<file path="src/mmeu_pkg.sv">
package mmeu_pkg;

  localparam int unsigned IdW        = 11;
  localparam int unsigned AngleW     = 16;
  localparam int unsigned SpeedW     = 16;
  localparam int unsigned CurrentW   = 16;
  localparam int unsigned CurScaledW = 19;
  localparam int unsigned HallW      = 8;
  localparam int unsigned SlotW      = 4;
  localparam int unsigned TurnW      = 32;
  localparam int unsigned CountW     = 6;
  localparam int unsigned ActW       = 9;
  localparam int unsigned CfgIdxW    = 3;

  localparam int unsigned Bus0Motors = 7;
  localparam int unsigned Bus1Motors = 5;
  localparam int unsigned HalfTurn   = 4096;
  localparam int unsigned TurnShift  = 13;

  typedef enum logic [CfgIdxW-1:0] {
    REG_BUS0_BASE  = 3'd0,
    REG_BUS1_SLOT7 = 3'd1,
    REG_BUS1_SLOT8 = 3'd2,
    REG_BUS1_SLOT9 = 3'd3,
    REG_BUS1_SLOT10 = 3'd4,
    REG_BUS1_SLOT11 = 3'd5
  } cfg_reg_t;

  // classified frame handed from front to back
  typedef struct packed {
    logic                  matched;
    logic [SlotW-1:0]      slot;
    logic [AngleW-1:0]     angle;
    logic [SpeedW-1:0]     speed;
    logic [CurScaledW-1:0] current;
    logic [HallW-1:0]      hall;
    logic                  pulse;
  } item_t;

  typedef struct packed {
    logic push;
    logic pop;
  } q_ctrl_t;

  typedef struct packed {
    logic full;
    logic not_empty;
  } q_stat_t;

endpackage

</file>
<file path="src/multi_motor_encoder_unwrap_top.sv">
// an accepted item is written into the queue, then registered into the output registers when the back end loads it
// throughput: one item per cycle while out_ready is high, set by the slot update in the back end
// a two-entry queue separates classification from the slot update
// reset (synchronous, active high) clears slot state, counters and the queue
// and loads the identifier registers with their default values
module multi_motor_encoder_unwrap_top
  import mmeu_pkg::*;
#(
  parameter int unsigned MOTOR_SLOTS     = 12,
  parameter int unsigned CAL_FRAMES      = 51,
  parameter int unsigned ACTIVITY_PERIOD = 500
) (
  input  logic                     clk,
  input  logic                     rst,
  input  logic                     cfg_we,
  input  logic [CfgIdxW-1:0]       cfg_index,
  input  logic [IdW-1:0]           cfg_data,
  input  logic                     in_valid,
  output logic                     in_ready,
  input  logic                     bus_select,
  input  logic [IdW-1:0]           frame_id,
  input  logic [AngleW-1:0]        angle_raw,
  input  logic signed [SpeedW-1:0] speed_raw,
  input  logic [CurrentW-1:0]      current_raw,
  input  logic [HallW-1:0]         hall_raw,
  output logic                     out_valid,
  input  logic                     out_ready,
  output logic                     matched,
  output logic [SlotW-1:0]         slot,
  output logic                     calibrating,
  output logic [AngleW-1:0]        angle_out,
  output logic signed [SpeedW-1:0] speed_out,
  output logic [CurScaledW-1:0]    current_scaled,
  output logic [HallW-1:0]         hall_out,
  output logic signed [TurnW-1:0]  turn_count,
  output logic signed [TurnW-1:0]  angle_total,
  output logic                     activity_pulse
);

  item_t   front_item;
  item_t   back_item;
  q_ctrl_t q_ctrl;
  q_stat_t q_stat;
  logic    take;
  logic    pop;

  assign in_ready    = !q_stat.full;
  assign take        = in_valid && in_ready;
  assign q_ctrl.push = take;
  assign q_ctrl.pop  = pop;

  mmeu_front #(
    .MOTOR_SLOTS     (MOTOR_SLOTS),
    .ACTIVITY_PERIOD (ACTIVITY_PERIOD)
  ) u_front (
    .clk         (clk),
    .rst         (rst),
    .cfg_we      (cfg_we),
    .cfg_index   (cfg_index),
    .cfg_data    (cfg_data),
    .take        (take),
    .bus_select  (bus_select),
    .frame_id    (frame_id),
    .angle_raw   (angle_raw),
    .speed_raw   (speed_raw),
    .current_raw (current_raw),
    .hall_raw    (hall_raw),
    .item        (front_item)
  );

  mmeu_queue u_queue (
    .clk     (clk),
    .rst     (rst),
    .ctrl    (q_ctrl),
    .wr_item (front_item),
    .rd_item (back_item),
    .stat    (q_stat)
  );

  mmeu_back #(
    .MOTOR_SLOTS (MOTOR_SLOTS),
    .CAL_FRAMES  (CAL_FRAMES)
  ) u_back (
    .clk            (clk),
    .rst            (rst),
    .q_stat         (q_stat),
    .q_item         (back_item),
    .q_pop          (pop),
    .out_valid      (out_valid),
    .out_ready      (out_ready),
    .matched        (matched),
    .slot           (slot),
    .calibrating    (calibrating),
    .angle_out      (angle_out),
    .speed_out      (speed_out),
    .current_scaled (current_scaled),
    .hall_out       (hall_out),
    .turn_count     (turn_count),
    .angle_total    (angle_total),
    .activity_pulse (activity_pulse)
  );

endmodule

</file>
<file path="src/mmeu_front.sv">
module mmeu_front
  import mmeu_pkg::*;
#(
  parameter int unsigned MOTOR_SLOTS     = 12,
  parameter int unsigned ACTIVITY_PERIOD = 500
) (
  input  logic                clk,
  input  logic                rst,
  input  logic                cfg_we,
  input  logic [CfgIdxW-1:0]  cfg_index,
  input  logic [IdW-1:0]      cfg_data,
  input  logic                take,
  input  logic                bus_select,
  input  logic [IdW-1:0]      frame_id,
  input  logic [AngleW-1:0]   angle_raw,
  input  logic [SpeedW-1:0]   speed_raw,
  input  logic [CurrentW-1:0] current_raw,
  input  logic [HallW-1:0]    hall_raw,
  output item_t               item
);

  logic [IdW-1:0] base_id;
  logic [IdW-1:0] bus1_id [Bus1Motors];
  logic [ActW-1:0] act_count;
  logic [ActW-1:0] act_inc;
  logic            act_hit;
  logic [IdW:0]    id_diff;
  logic            map_hit;
  logic [SlotW-1:0] map_slot;

  always_ff @(posedge clk) begin
    if (rst) begin
      base_id    <= IdW'(513);
      bus1_id[0] <= IdW'(517);
      bus1_id[1] <= IdW'(518);
      bus1_id[2] <= IdW'(513);
      bus1_id[3] <= IdW'(514);
      bus1_id[4] <= IdW'(515);
    end else if (cfg_we) begin
      unique case (cfg_index)
        REG_BUS0_BASE:   base_id    <= cfg_data;
        REG_BUS1_SLOT7:  bus1_id[0] <= cfg_data;
        REG_BUS1_SLOT8:  bus1_id[1] <= cfg_data;
        REG_BUS1_SLOT9:  bus1_id[2] <= cfg_data;
        REG_BUS1_SLOT10: bus1_id[3] <= cfg_data;
        REG_BUS1_SLOT11: bus1_id[4] <= cfg_data;
        default: ;
      endcase
    end
  end

  // activity counter advances on every item, matched or not
  assign act_inc = act_count + ActW'(1);
  assign act_hit = (act_inc >= ActW'(ACTIVITY_PERIOD));

  always_ff @(posedge clk) begin
    if (rst) begin
      act_count <= '0;
    end else if (take) begin
      act_count <= act_hit ? '0 : act_inc;
    end
  end

  assign id_diff = {1'b0, frame_id} - {1'b0, base_id};

  always_comb begin
    map_hit  = 1'b0;
    map_slot = '0;
    if (!bus_select) begin
      if (!id_diff[IdW] && (id_diff[IdW-1:0] < IdW'(Bus0Motors))) begin
        map_hit  = 1'b1;
        map_slot = id_diff[SlotW-1:0];
      end
    end else begin
      // lowest slot wins on duplicate identifiers
      for (int k = Bus1Motors - 1; k >= 0; k--) begin
        if (bus1_id[k] == frame_id) begin
          map_hit  = 1'b1;
          map_slot = SlotW'(Bus0Motors + k);
        end
      end
    end
    if ({1'b0, map_slot} >= (SlotW + 1)'(MOTOR_SLOTS)) begin
      map_hit = 1'b0;
    end
  end

  always_comb begin
    item.matched = map_hit;
    item.slot    = map_hit ? map_slot : '0;
    item.angle   = angle_raw;
    item.speed   = speed_raw;
    item.current = {1'b0, current_raw, 2'b00} + {3'b000, current_raw};
    item.hall    = hall_raw;
    item.pulse   = act_hit;
  end

endmodule

</file>
<file path="src/mmeu_queue.sv">
module mmeu_queue
  import mmeu_pkg::*;
(
  input  logic    clk,
  input  logic    rst,
  input  q_ctrl_t ctrl,
  input  item_t   wr_item,
  output item_t   rd_item,
  output q_stat_t stat
);

  item_t      entry [2];
  logic       wr_ptr;
  logic       rd_ptr;
  logic [1:0] fill;

  always_ff @(posedge clk) begin
    if (rst) begin
      wr_ptr <= 1'b0;
      rd_ptr <= 1'b0;
      fill   <= '0;
    end else begin
      if (ctrl.push) wr_ptr <= ~wr_ptr;
      if (ctrl.pop)  rd_ptr <= ~rd_ptr;
      fill <= fill + {1'b0, ctrl.push} - {1'b0, ctrl.pop};
    end
  end

  always_ff @(posedge clk) begin
    if (ctrl.push) entry[wr_ptr] <= wr_item;
  end

  assign rd_item        = entry[rd_ptr];
  assign stat.full      = fill[1];
  assign stat.not_empty = (fill != 2'd0);

endmodule

</file>
<file path="src/mmeu_back.sv">
module mmeu_back
  import mmeu_pkg::*;
#(
  parameter int unsigned MOTOR_SLOTS = 12,
  parameter int unsigned CAL_FRAMES  = 51
) (
  input  logic                         clk,
  input  logic                         rst,
  input  q_stat_t                      q_stat,
  input  item_t                        q_item,
  output logic                         q_pop,
  output logic                         out_valid,
  input  logic                         out_ready,
  output logic                         matched,
  output logic [SlotW-1:0]             slot,
  output logic                         calibrating,
  output logic [AngleW-1:0]            angle_out,
  output logic signed [SpeedW-1:0]     speed_out,
  output logic [CurScaledW-1:0]        current_scaled,
  output logic [HallW-1:0]             hall_out,
  output logic signed [TurnW-1:0]      turn_count,
  output logic signed [TurnW-1:0]      angle_total,
  output logic                         activity_pulse
);

  localparam int unsigned IdxW = (MOTOR_SLOTS > 1) ? $clog2(MOTOR_SLOTS) : 1;

  logic [CountW-1:0] frame_count [MOTOR_SLOTS];
  logic [AngleW-1:0] prev_angle  [MOTOR_SLOTS];
  logic [AngleW-1:0] zero_offset [MOTOR_SLOTS];
  logic [TurnW-1:0]  turns       [MOTOR_SLOTS];

  logic              load;
  logic [IdxW-1:0]   idx;
  logic              cal;
  logic [AngleW:0]   diff;
  logic [TurnW-1:0]  turns_next;
  logic [AngleW-1:0] offset_next;
  logic [CountW-1:0] count_next;
  logic [TurnW-1:0]  total;

  assign load  = q_stat.not_empty && (!out_valid || out_ready);
  assign q_pop = load;
  assign idx   = q_item.slot[IdxW-1:0];

  always_comb begin
    cal  = (frame_count[idx] < CountW'(CAL_FRAMES));
    diff = {1'b0, q_item.angle} - {1'b0, prev_angle[idx]};
    turns_next = turns[idx];
    // a jump of more than half a turn either way is a wrap of the encoder
    if (!cal) begin
      if (!diff[AngleW] && (diff[AngleW-1:0] > AngleW'(HalfTurn))) begin
        turns_next = turns[idx] - TurnW'(1);
      end else if (diff[AngleW] && (diff < (AngleW + 1)'(-HalfTurn))) begin
        turns_next = turns[idx] + TurnW'(1);
      end
    end
    offset_next = cal ? q_item.angle : zero_offset[idx];
    count_next  = (frame_count[idx] == '1) ? frame_count[idx]
                                           : frame_count[idx] + CountW'(1);
    total = {turns_next[TurnW-TurnShift-1:0], {TurnShift{1'b0}}}
          + TurnW'(q_item.angle) - TurnW'(offset_next);
  end

  always_ff @(posedge clk) begin
    if (rst) begin
      for (int i = 0; i < MOTOR_SLOTS; i++) begin
        frame_count[i] <= '0;
        prev_angle[i]  <= '0;
        zero_offset[i] <= '0;
        turns[i]       <= '0;
      end
    end else if (load && q_item.matched) begin
      frame_count[idx] <= count_next;
      prev_angle[idx]  <= q_item.angle;
      zero_offset[idx] <= offset_next;
      turns[idx]       <= turns_next;
    end
  end

  always_ff @(posedge clk) begin
    if (rst) begin
      out_valid <= 1'b0;
    end else if (load) begin
      out_valid <= 1'b1;
    end else if (out_ready) begin
      out_valid <= 1'b0;
    end
  end

  always_ff @(posedge clk) begin
    if (load) begin
      activity_pulse <= q_item.pulse;
      matched        <= q_item.matched;
      slot           <= q_item.slot;
      if (q_item.matched) begin
        calibrating    <= cal;
        angle_out      <= q_item.angle;
        speed_out      <= cal ? '0 : $signed(q_item.speed);
        current_scaled <= cal ? '0 : q_item.current;
        hall_out       <= cal ? '0 : q_item.hall;
        turn_count     <= $signed(turns_next);
        angle_total    <= $signed(total);
      end else begin
        calibrating    <= 1'b0;
        angle_out      <= '0;
        speed_out      <= '0;
        current_scaled <= '0;
        hall_out       <= '0;
        turn_count     <= '0;
        angle_total    <= '0;
      end
    end
  end

endmodule
</file>
<file path="config.mk">
export PLATFORM = sky130hd
export DESIGN_NAME = multi_motor_encoder_unwrap_top
export DESIGN_NICKNAME = d
export VERILOG_FILES = /design/src/mmeu_pkg.sv /design/src/multi_motor_encoder_unwrap_top.sv /design/src/mmeu_front.sv /design/src/mmeu_queue.sv /design/src/mmeu_back.sv
export SDC_FILE = /design/constraint.sdc
export NUM_CORES = 2
export LEC_CHECK = 0
export BUFFER_PORTS_ARGS = -buffer_cell sky130_fd_sc_hd__buf_2
export CORE_ASPECT_RATIO = 1.1
export CORE_MARGIN = 5
export CORE_UTILIZATION = 62
export CTS_CLUSTER_DIAMETER = 120
export CTS_CLUSTER_SIZE = 16
export DETAILED_ROUTE_END_ITERATION = 10
export PLACE_DENSITY_LB_ADDON = 0.12
export SLEW_MARGIN = 20
export SYNTH_ARGS = -nofsm -noshare
export SYNTH_HDL_FRONTEND = slang
export SYNTH_SLANG_ARGS = --single-unit
</file>
<file path="constraint.sdc">
create_clock -name clk -period 12.5 [get_ports clk]
set_clock_uncertainty 0.2 [all_clocks]
set_input_delay 1.25 -clock clk [delete_from_list [all_inputs] [get_ports clk]]
set_output_delay 1.25 -clock clk [all_outputs]
set_load 0.02 [all_outputs]
</file>
-- After elaboration in Yosys (flattened, before gate mapping)
Memory sizes are Yosys's and may differ from the RTL's. A register that Yosys moved wholly into a read port is not among the register bits.
Index checks and enable logic that the tools add are counted.
- $add $sub $neg: 11
- magnitude comparators: 6
- equal/unequal tests: 11
- mux-type cells: 70
- bitwise operators: 8
- reduce and logical (&&, ||, !) cells: 20
- operators with widths (operator ; count):
    32-bit two-way mux ; 4
    11-bit == test ; 5
    11-bit two-way mux ; 5
    16-bit two-way mux ; 3
    4-bit two-way mux ; 12
    1-bit two-way mux ; 43
    32-bit by 1-bit adder with 32-bit output (second input constant) ; 1
    32-bit by 16-bit adder with 32-bit output ; 1
    16-bit OR reduction ; 2
    32-bit OR reduction ; 1
    32-bit by 1-bit subtractor with 32-bit output (second input constant) ; 1
    32-bit by 16-bit subtractor with 32-bit output ; 1
    18-bit by 16-bit adder with 19-bit output ; 1
    17-bit < comparator (second input constant) ; 1
    16-bit by 16-bit subtractor with 17-bit output ; 1
    16-bit by 13-bit > comparator with 1-bit output (second input constant) ; 1
    6-bit two-way mux ; 2
    11-bit by 11-bit subtractor with 12-bit output ; 1
    11-bit by 3-bit < comparator with 1-bit output (second input constant) ; 1
    9-bit by 1-bit adder with 9-bit output (second input constant) ; 1
    9-bit >= comparator (second input constant) ; 1
    9-bit two-way mux ; 1
    6-bit by 1-bit adder with 6-bit output (second input constant) ; 1
    3-bit by 2-bit == test with 1-bit output (second input constant) ; 2
    other kinds (17) ; 33
- flip-flop bits (word level): 155
- bits in writable memories: 1025
- memories kept: 6
- memories (name ; words ; bits a word ; rd ports ; clocked after Yosys merged registers in ; write ports ; RTL line ; RTL):
    u_back.turns ; 12 ; 32 ; 1 ; 0 ; 12 ; mmeu_back.sv:31 ; logic [TurnW-1:0] turns [MOTOR_SLOTS];
    u_back.prev_angle ; 12 ; 16 ; 1 ; 0 ; 12 ; mmeu_back.sv:29 ; logic [AngleW-1:0] prev_angle [MOTOR_SLOTS];
    u_back.zero_offset ; 12 ; 16 ; 1 ; 0 ; 12 ; mmeu_back.sv:30 ; logic [AngleW-1:0] zero_offset [MOTOR_SLOTS];
    u_queue.entry ; 2 ; 65 ; 1 ; 1 ; 1 ; mmeu_queue.sv:12 ; item_t entry [2];
    u_back.frame_count ; 12 ; 6 ; 1 ; 0 ; 12 ; mmeu_back.sv:28 ; logic [CountW-1:0] frame_count [MOTOR_SLOTS];
    u_front.bus1_id ; 5 ; 11 ; 5 ; 0 ; 5 ; mmeu_front.sv:23 ; logic [IdW-1:0] bus1_id [Bus1Motors];

-- Depth between registers and ports, before layout
- depth after elaboration: 10
- mapped depth: 48
- mapped depth without buffers: 34

-- Cells and area by module
A second synthesis with hierarchy kept.
- cells, all modules: 4287
- area total of the unflattened synthesis: 65521.6 sq um
- modules (own cells, without submodules) (module ; instances ; cells an instance ; area an instance (sq um) ; seq. area each (sq um)):
    mmeu_back ; 1 ; 3551 ; 55413.1 ; 37556.0
    mmeu_queue ; 1 ; 223 ; 5116.2 ; 4003.8
    mmeu_front ; 1 ; 511 ; 4982.3 ; 2052.0
    multi_motor_encoder_unwrap_top ; 1 ; 2 ; 10.0 ; 0.0

-- Worst setup path after synthesis
No wires, ideal clock.
- kind: reg-to-reg
- from: reg (tool-made name)
- to: reg u_back.angle_total[31], data pin
- setup time: 0.258 ns
- data arrival time: 9.738 ns
- setup slack: 2.304 ns
- stages on the path, launching flop included: 48
- path through: dfxtp_1 buf_6 mux2i_4 inv_2 buf_2 buf_6 buf_6 buf_2 buf_4 buf_4 clkbuf_1 buf_2 buf_2 buf_2 buf_2 clkbuf_1 nand2_1 a311oi_1 [12 not listed] nor2_1 a221o_1 a22oi_1 clkbuf_1 fa_1 inv_1 ha_1 o21a_1 o211ai_1 a21bo_2 a31oi_1 a31o_2 o41ai_1 o21ai_0 a21o_1 a21oi_1 xnor3_1 mux2i_1
- RTL lines (what ; RTL line ; RTL):
    end signal, assigned ; mmeu_back.sv:103 ; angle_total <= $signed(total);
    end, declared ; mmeu_back.sv:22 ; output logic signed [TurnW-1:0] angle_total,

==> summary.md <==
| Metric | Value |
|---|---|
| Status | `finished, final reports clean` |
| Post-Route Setup TNS | `0 ns` |
| # nets final | `approximately 5700` |
| Sequential cell area fraction in the yosys report | `between 60% and 70%` |
| Vias post-DR | `between 40000 and 50000` |
| Ports | `roughly 220` |
| Post-route ant nets | `0` |
| Met3 WL | `around 24 mm` |
| Post-CTS sizing | `0` |
| Compound-gate portion of the synthesized area | `approximately 7.6%` |
| Synth unique cells | `92` |
| CP arrival | `~11 ns` |
| XOR/XNOR share of the synthesized area | `~1.7%` |
| Placed cell area | `0.0682 sq mm` |
| Simple-Gate Fraction of Synth Area | `between 15 and 20%` |
| Root Driver | `clkbuf_16` |
| DR DRC count | `0` |
| Total GRT Usage | `32.3%` |
| Area Growth Syn to Fin | `8.19%` |
| Largest family of logic cells by synthesized area | `simple AND/OR/NAND/NOR gates` |
| Post-CTS Setup Inserts | `0` |
| PwrDens | `approximately 220 mW/mm^2` |
| Clk sink count | `between 1000 and 1500` |
| Die area | `approximately 0.11 sq mm` |
| Combinational share of power | `between 40% and 50%` |
| Dpl ws | `between 1.5 and 2 ns` |
| Fin area | `0.0710 sq mm` |
| Worst Tran Pin Value | `1.19 ns` |
| CTS tree | `yes` |
| Leakage power | `between 20 and 30 nW` |
| Port bufs | `roughly 220` |
| Most frequent cells in the layout | `edfxtp_1 (1435), nor2_1 (974), nand2_1 (743), nand3_1 (291), buf_2 (218)` |
| Vias per cell | `between 6 and 7` |
| Htree depth | `3` |
| Fmax | `roughly 0.093 GHz` |
| DRT Wirelength | `185 mm` |
| Max-Cap Viols | `0` |
| Grt ovf | `0` |
| Largest net degree at the start of global routing | `approximately 120` |
| Tmin final | `10.74 ns` |
| Fillers | `7726` |
| Switching pwr | `6.27 mW` |
| First-pass GRT wire length | `274 mm` |
| Clk slew on worst S/H paths | `0.07 ns` |
| Startpoint class of the critical path | `register` |
| Hold Path Class | `register to register` |
| Number of synthesized flops with an enable pin | `roughly 1400` |
| Synth Register Bits | `roughly 1500` |
| Post-Syn Area per Cell | `around 12 sq um` |
| Placer Congestion | `0.921` |
| # rows | `~130` |
| Post-Route M1 WL | `a little under 70 mm` |
| Crit path max fanout | `113` |
| Mapped Nets | `around 5600` |
| Die extent in x | `320 um` |
| Post-DR wirelength/cell | `between 20 and 30 um` |
| FF-to-FF path depth | `32` |
| Highest routed metal layer | `met5` |
| Hold slack final | `between 0.2 and 0.3 ns` |
| Final Util | `approximately two thirds` |
| Max_slew headroom | `about a fifth` |
| Detailed Routing Iterations Pass 1 | `7` |
| Setup violators final | `0` |
| Cell mode on critical path | `a21oi_1` |
| Design internal power | `9.55 mW` |
| VDD IR-drop max | `172 uV` |
| Total number of yosys warnings | `0` |
| Sw frac | `about 40%` |
| Final worst setup slack | `around 1.8 ns` |
| Fraction of layout cells with a size suffix above 1 | `a little under an eighth` |
| DP Wirelength | `around 110 mm` |
| Die Y | `351 um` |
| Seq pwr share | `between 30% and 40%` |
| Crit end category | `register` |
| Unrepaired setup endpoints after global routing | `no` |
| Final hold viol count | `0` |
| Setup Crit Path Kind | `register to register` |
| Hold-fix buffer count after cts | `0` |
| Worst EP required | `12.75 ns` |
| R2R Setup Slk | `between 1.5 and 2 ns` |
| Post-Synth Adder-Cell Area | `under 10%` |
| Slowest CP cell | `a21oi_1` |
| CORE AREA | `0.105 sq mm` |
| Clock power share | `between 10% and 20%` |
| Synthesized area | `roughly 0.066 sq mm` |
| Initial Util | `62.2%` |
| Slowest stage delay, CP | `approximately 0.94 ns` |
| Post-synthesis async set-or-reset flop share | `0%` |
| Final period utilization | `85.9%` |
| Synth Instances | `roughly 5400` |
| Mux contribution to synthesized area | `about 3.3%` |
| Clock Tree Buf Depth | `3` |
| Initial antenna violation count | `6` |
| Vias in the first global route | `~44000` |
| CTS buffer count | `101` |
| Worst-Skew Late Latency | `around 0.70 ns` |
| Max Slew Vio Count | `0` |
| Metal2 WL | `86.9 mm` |
| Hold depth | `2` |
| Most common cell after layout, fill and taps aside | `edfxtp_1` |
| Main synth FF type | `edfxtp_1` |
| Drt first-iter violations | `6448` |
[path summary, 6_finish.rpt]
check,startpoint,to
min reg2reg,u_front.base_id[3],u_front.base_id[3]
min,u_front.base_id[3],u_front.base_id[3]
max,register,u_back.angle_total[31]
max reg2reg,register,u_back.angle_total[31]
[flip-flops by register name, summed over array words and instances (netlist names), 8 cells and up, named ones only]
| name | count |
|---|---|
| u_front.act_count | 9 |
| u_back.prev_angle | 256 |
| u_back.turn_count | 32 |
| u_queue.entry | 130 |
| u_back.angle_out | 16 |
| u_back.frame_count | 96 |
| u_back.turns | 512 |
| u_back.current_scaled | 19 |
| u_back.angle_total | 32 |
| u_front.bus1_id | 55 |
| u_front.base_id | 11 |
| u_back.speed_out | 16 |
| u_back.hall_out | 8 |
| u_back.zero_offset | 256 |
[metal layers]
layer	up-vias	global-route usage (%)
met5	-	0
met2	2962	52.2
met3	383	7.13
met4	6	9.70
li1	19725	-
met1	22265	44.9
[power groups by stage]
stage                     Sequential, mW  Combinational (mW)  Clock (mW)
final                               6.28                6.47        3.07
after floorplan                     6.64                3.93           0
after global placement              6.37                6.22           0
after global routing                6.32                6.89        3.29
after detailed placement            6.38                6.28           0
after CTS                           6.28                6.32        3.09
[Yosys cell counts, types with 19 or more instances]
master	n	area, sq um
a21boi_0	39	293
a21o_1	23	173
a21oi_1	150	751
a22o_1	29	254
a22oi_1	87	653
a311o_1	33	330
a311oi_1	74	648
a31o_2	29	254
a31oi_1	32	200
and2_1	25	156
and3_1	74	463
buf_1	27	101
buf_2	41	205
clkbuf_1	327	1230
dfxtp_1	26	521
edfxtp_1	1435	43100
ha_1	92	1150
inv_1	122	458
mux2i_1	73	731
mux4_2	47	1060
nand2_1	758	2850
nand2b_1	26	163
nand3_1	291	1460
nand4_1	23	144
nor2_1	976	3660
nor2b_1	19	119
nor3_1	103	515
o21ai_0	65	325
xnor2_1	51	447
xor2_1	75	657
[final cells by class]
cell class                 instances  area (sq um)  area share, %
antenna                            1          2.50        0.00353
timing repair buffer             348          2140           3.01
clock buffer                     125          2700           3.81
multi-input combinational       3443         20300           28.6
inverter                         127           497          0.700
tap                             1397          1750           2.46
clock inverter                     1          16.3         0.0229
sequential                      1461         43600           61.4
[critical path: cells and delay by family, from the launching register on]
family,cells,cell delay [ns]
AO/OA/AOI/OAI,17,4.80
buffers and inverters,3,1.44
multiplexers,3,1.11
AND/OR/NAND/NOR,6,0.92
adder cells (fa/ha/maj),2,0.80
flip-flops,1,0.76
XOR/XNOR,1,0.24
[metrics by stage]
step | power (mW) | cells
floorplan | 10.6 | 5437
global placement | 12.6 | 6775
detailed placement | 12.7 | 6775
CTS | 15.7 | 6901
global route | 16.5 | 6902
finish | 15.8 | 6903
[cell families after synthesis]
logic type,Yosys count
fa+ha+maj,99
mux,135
compound gates,693
simple gates,2388
flops,1461
xor+xnor,128
buf+inv,533
No activity file was read; power rests on OpenSTA's default activity.
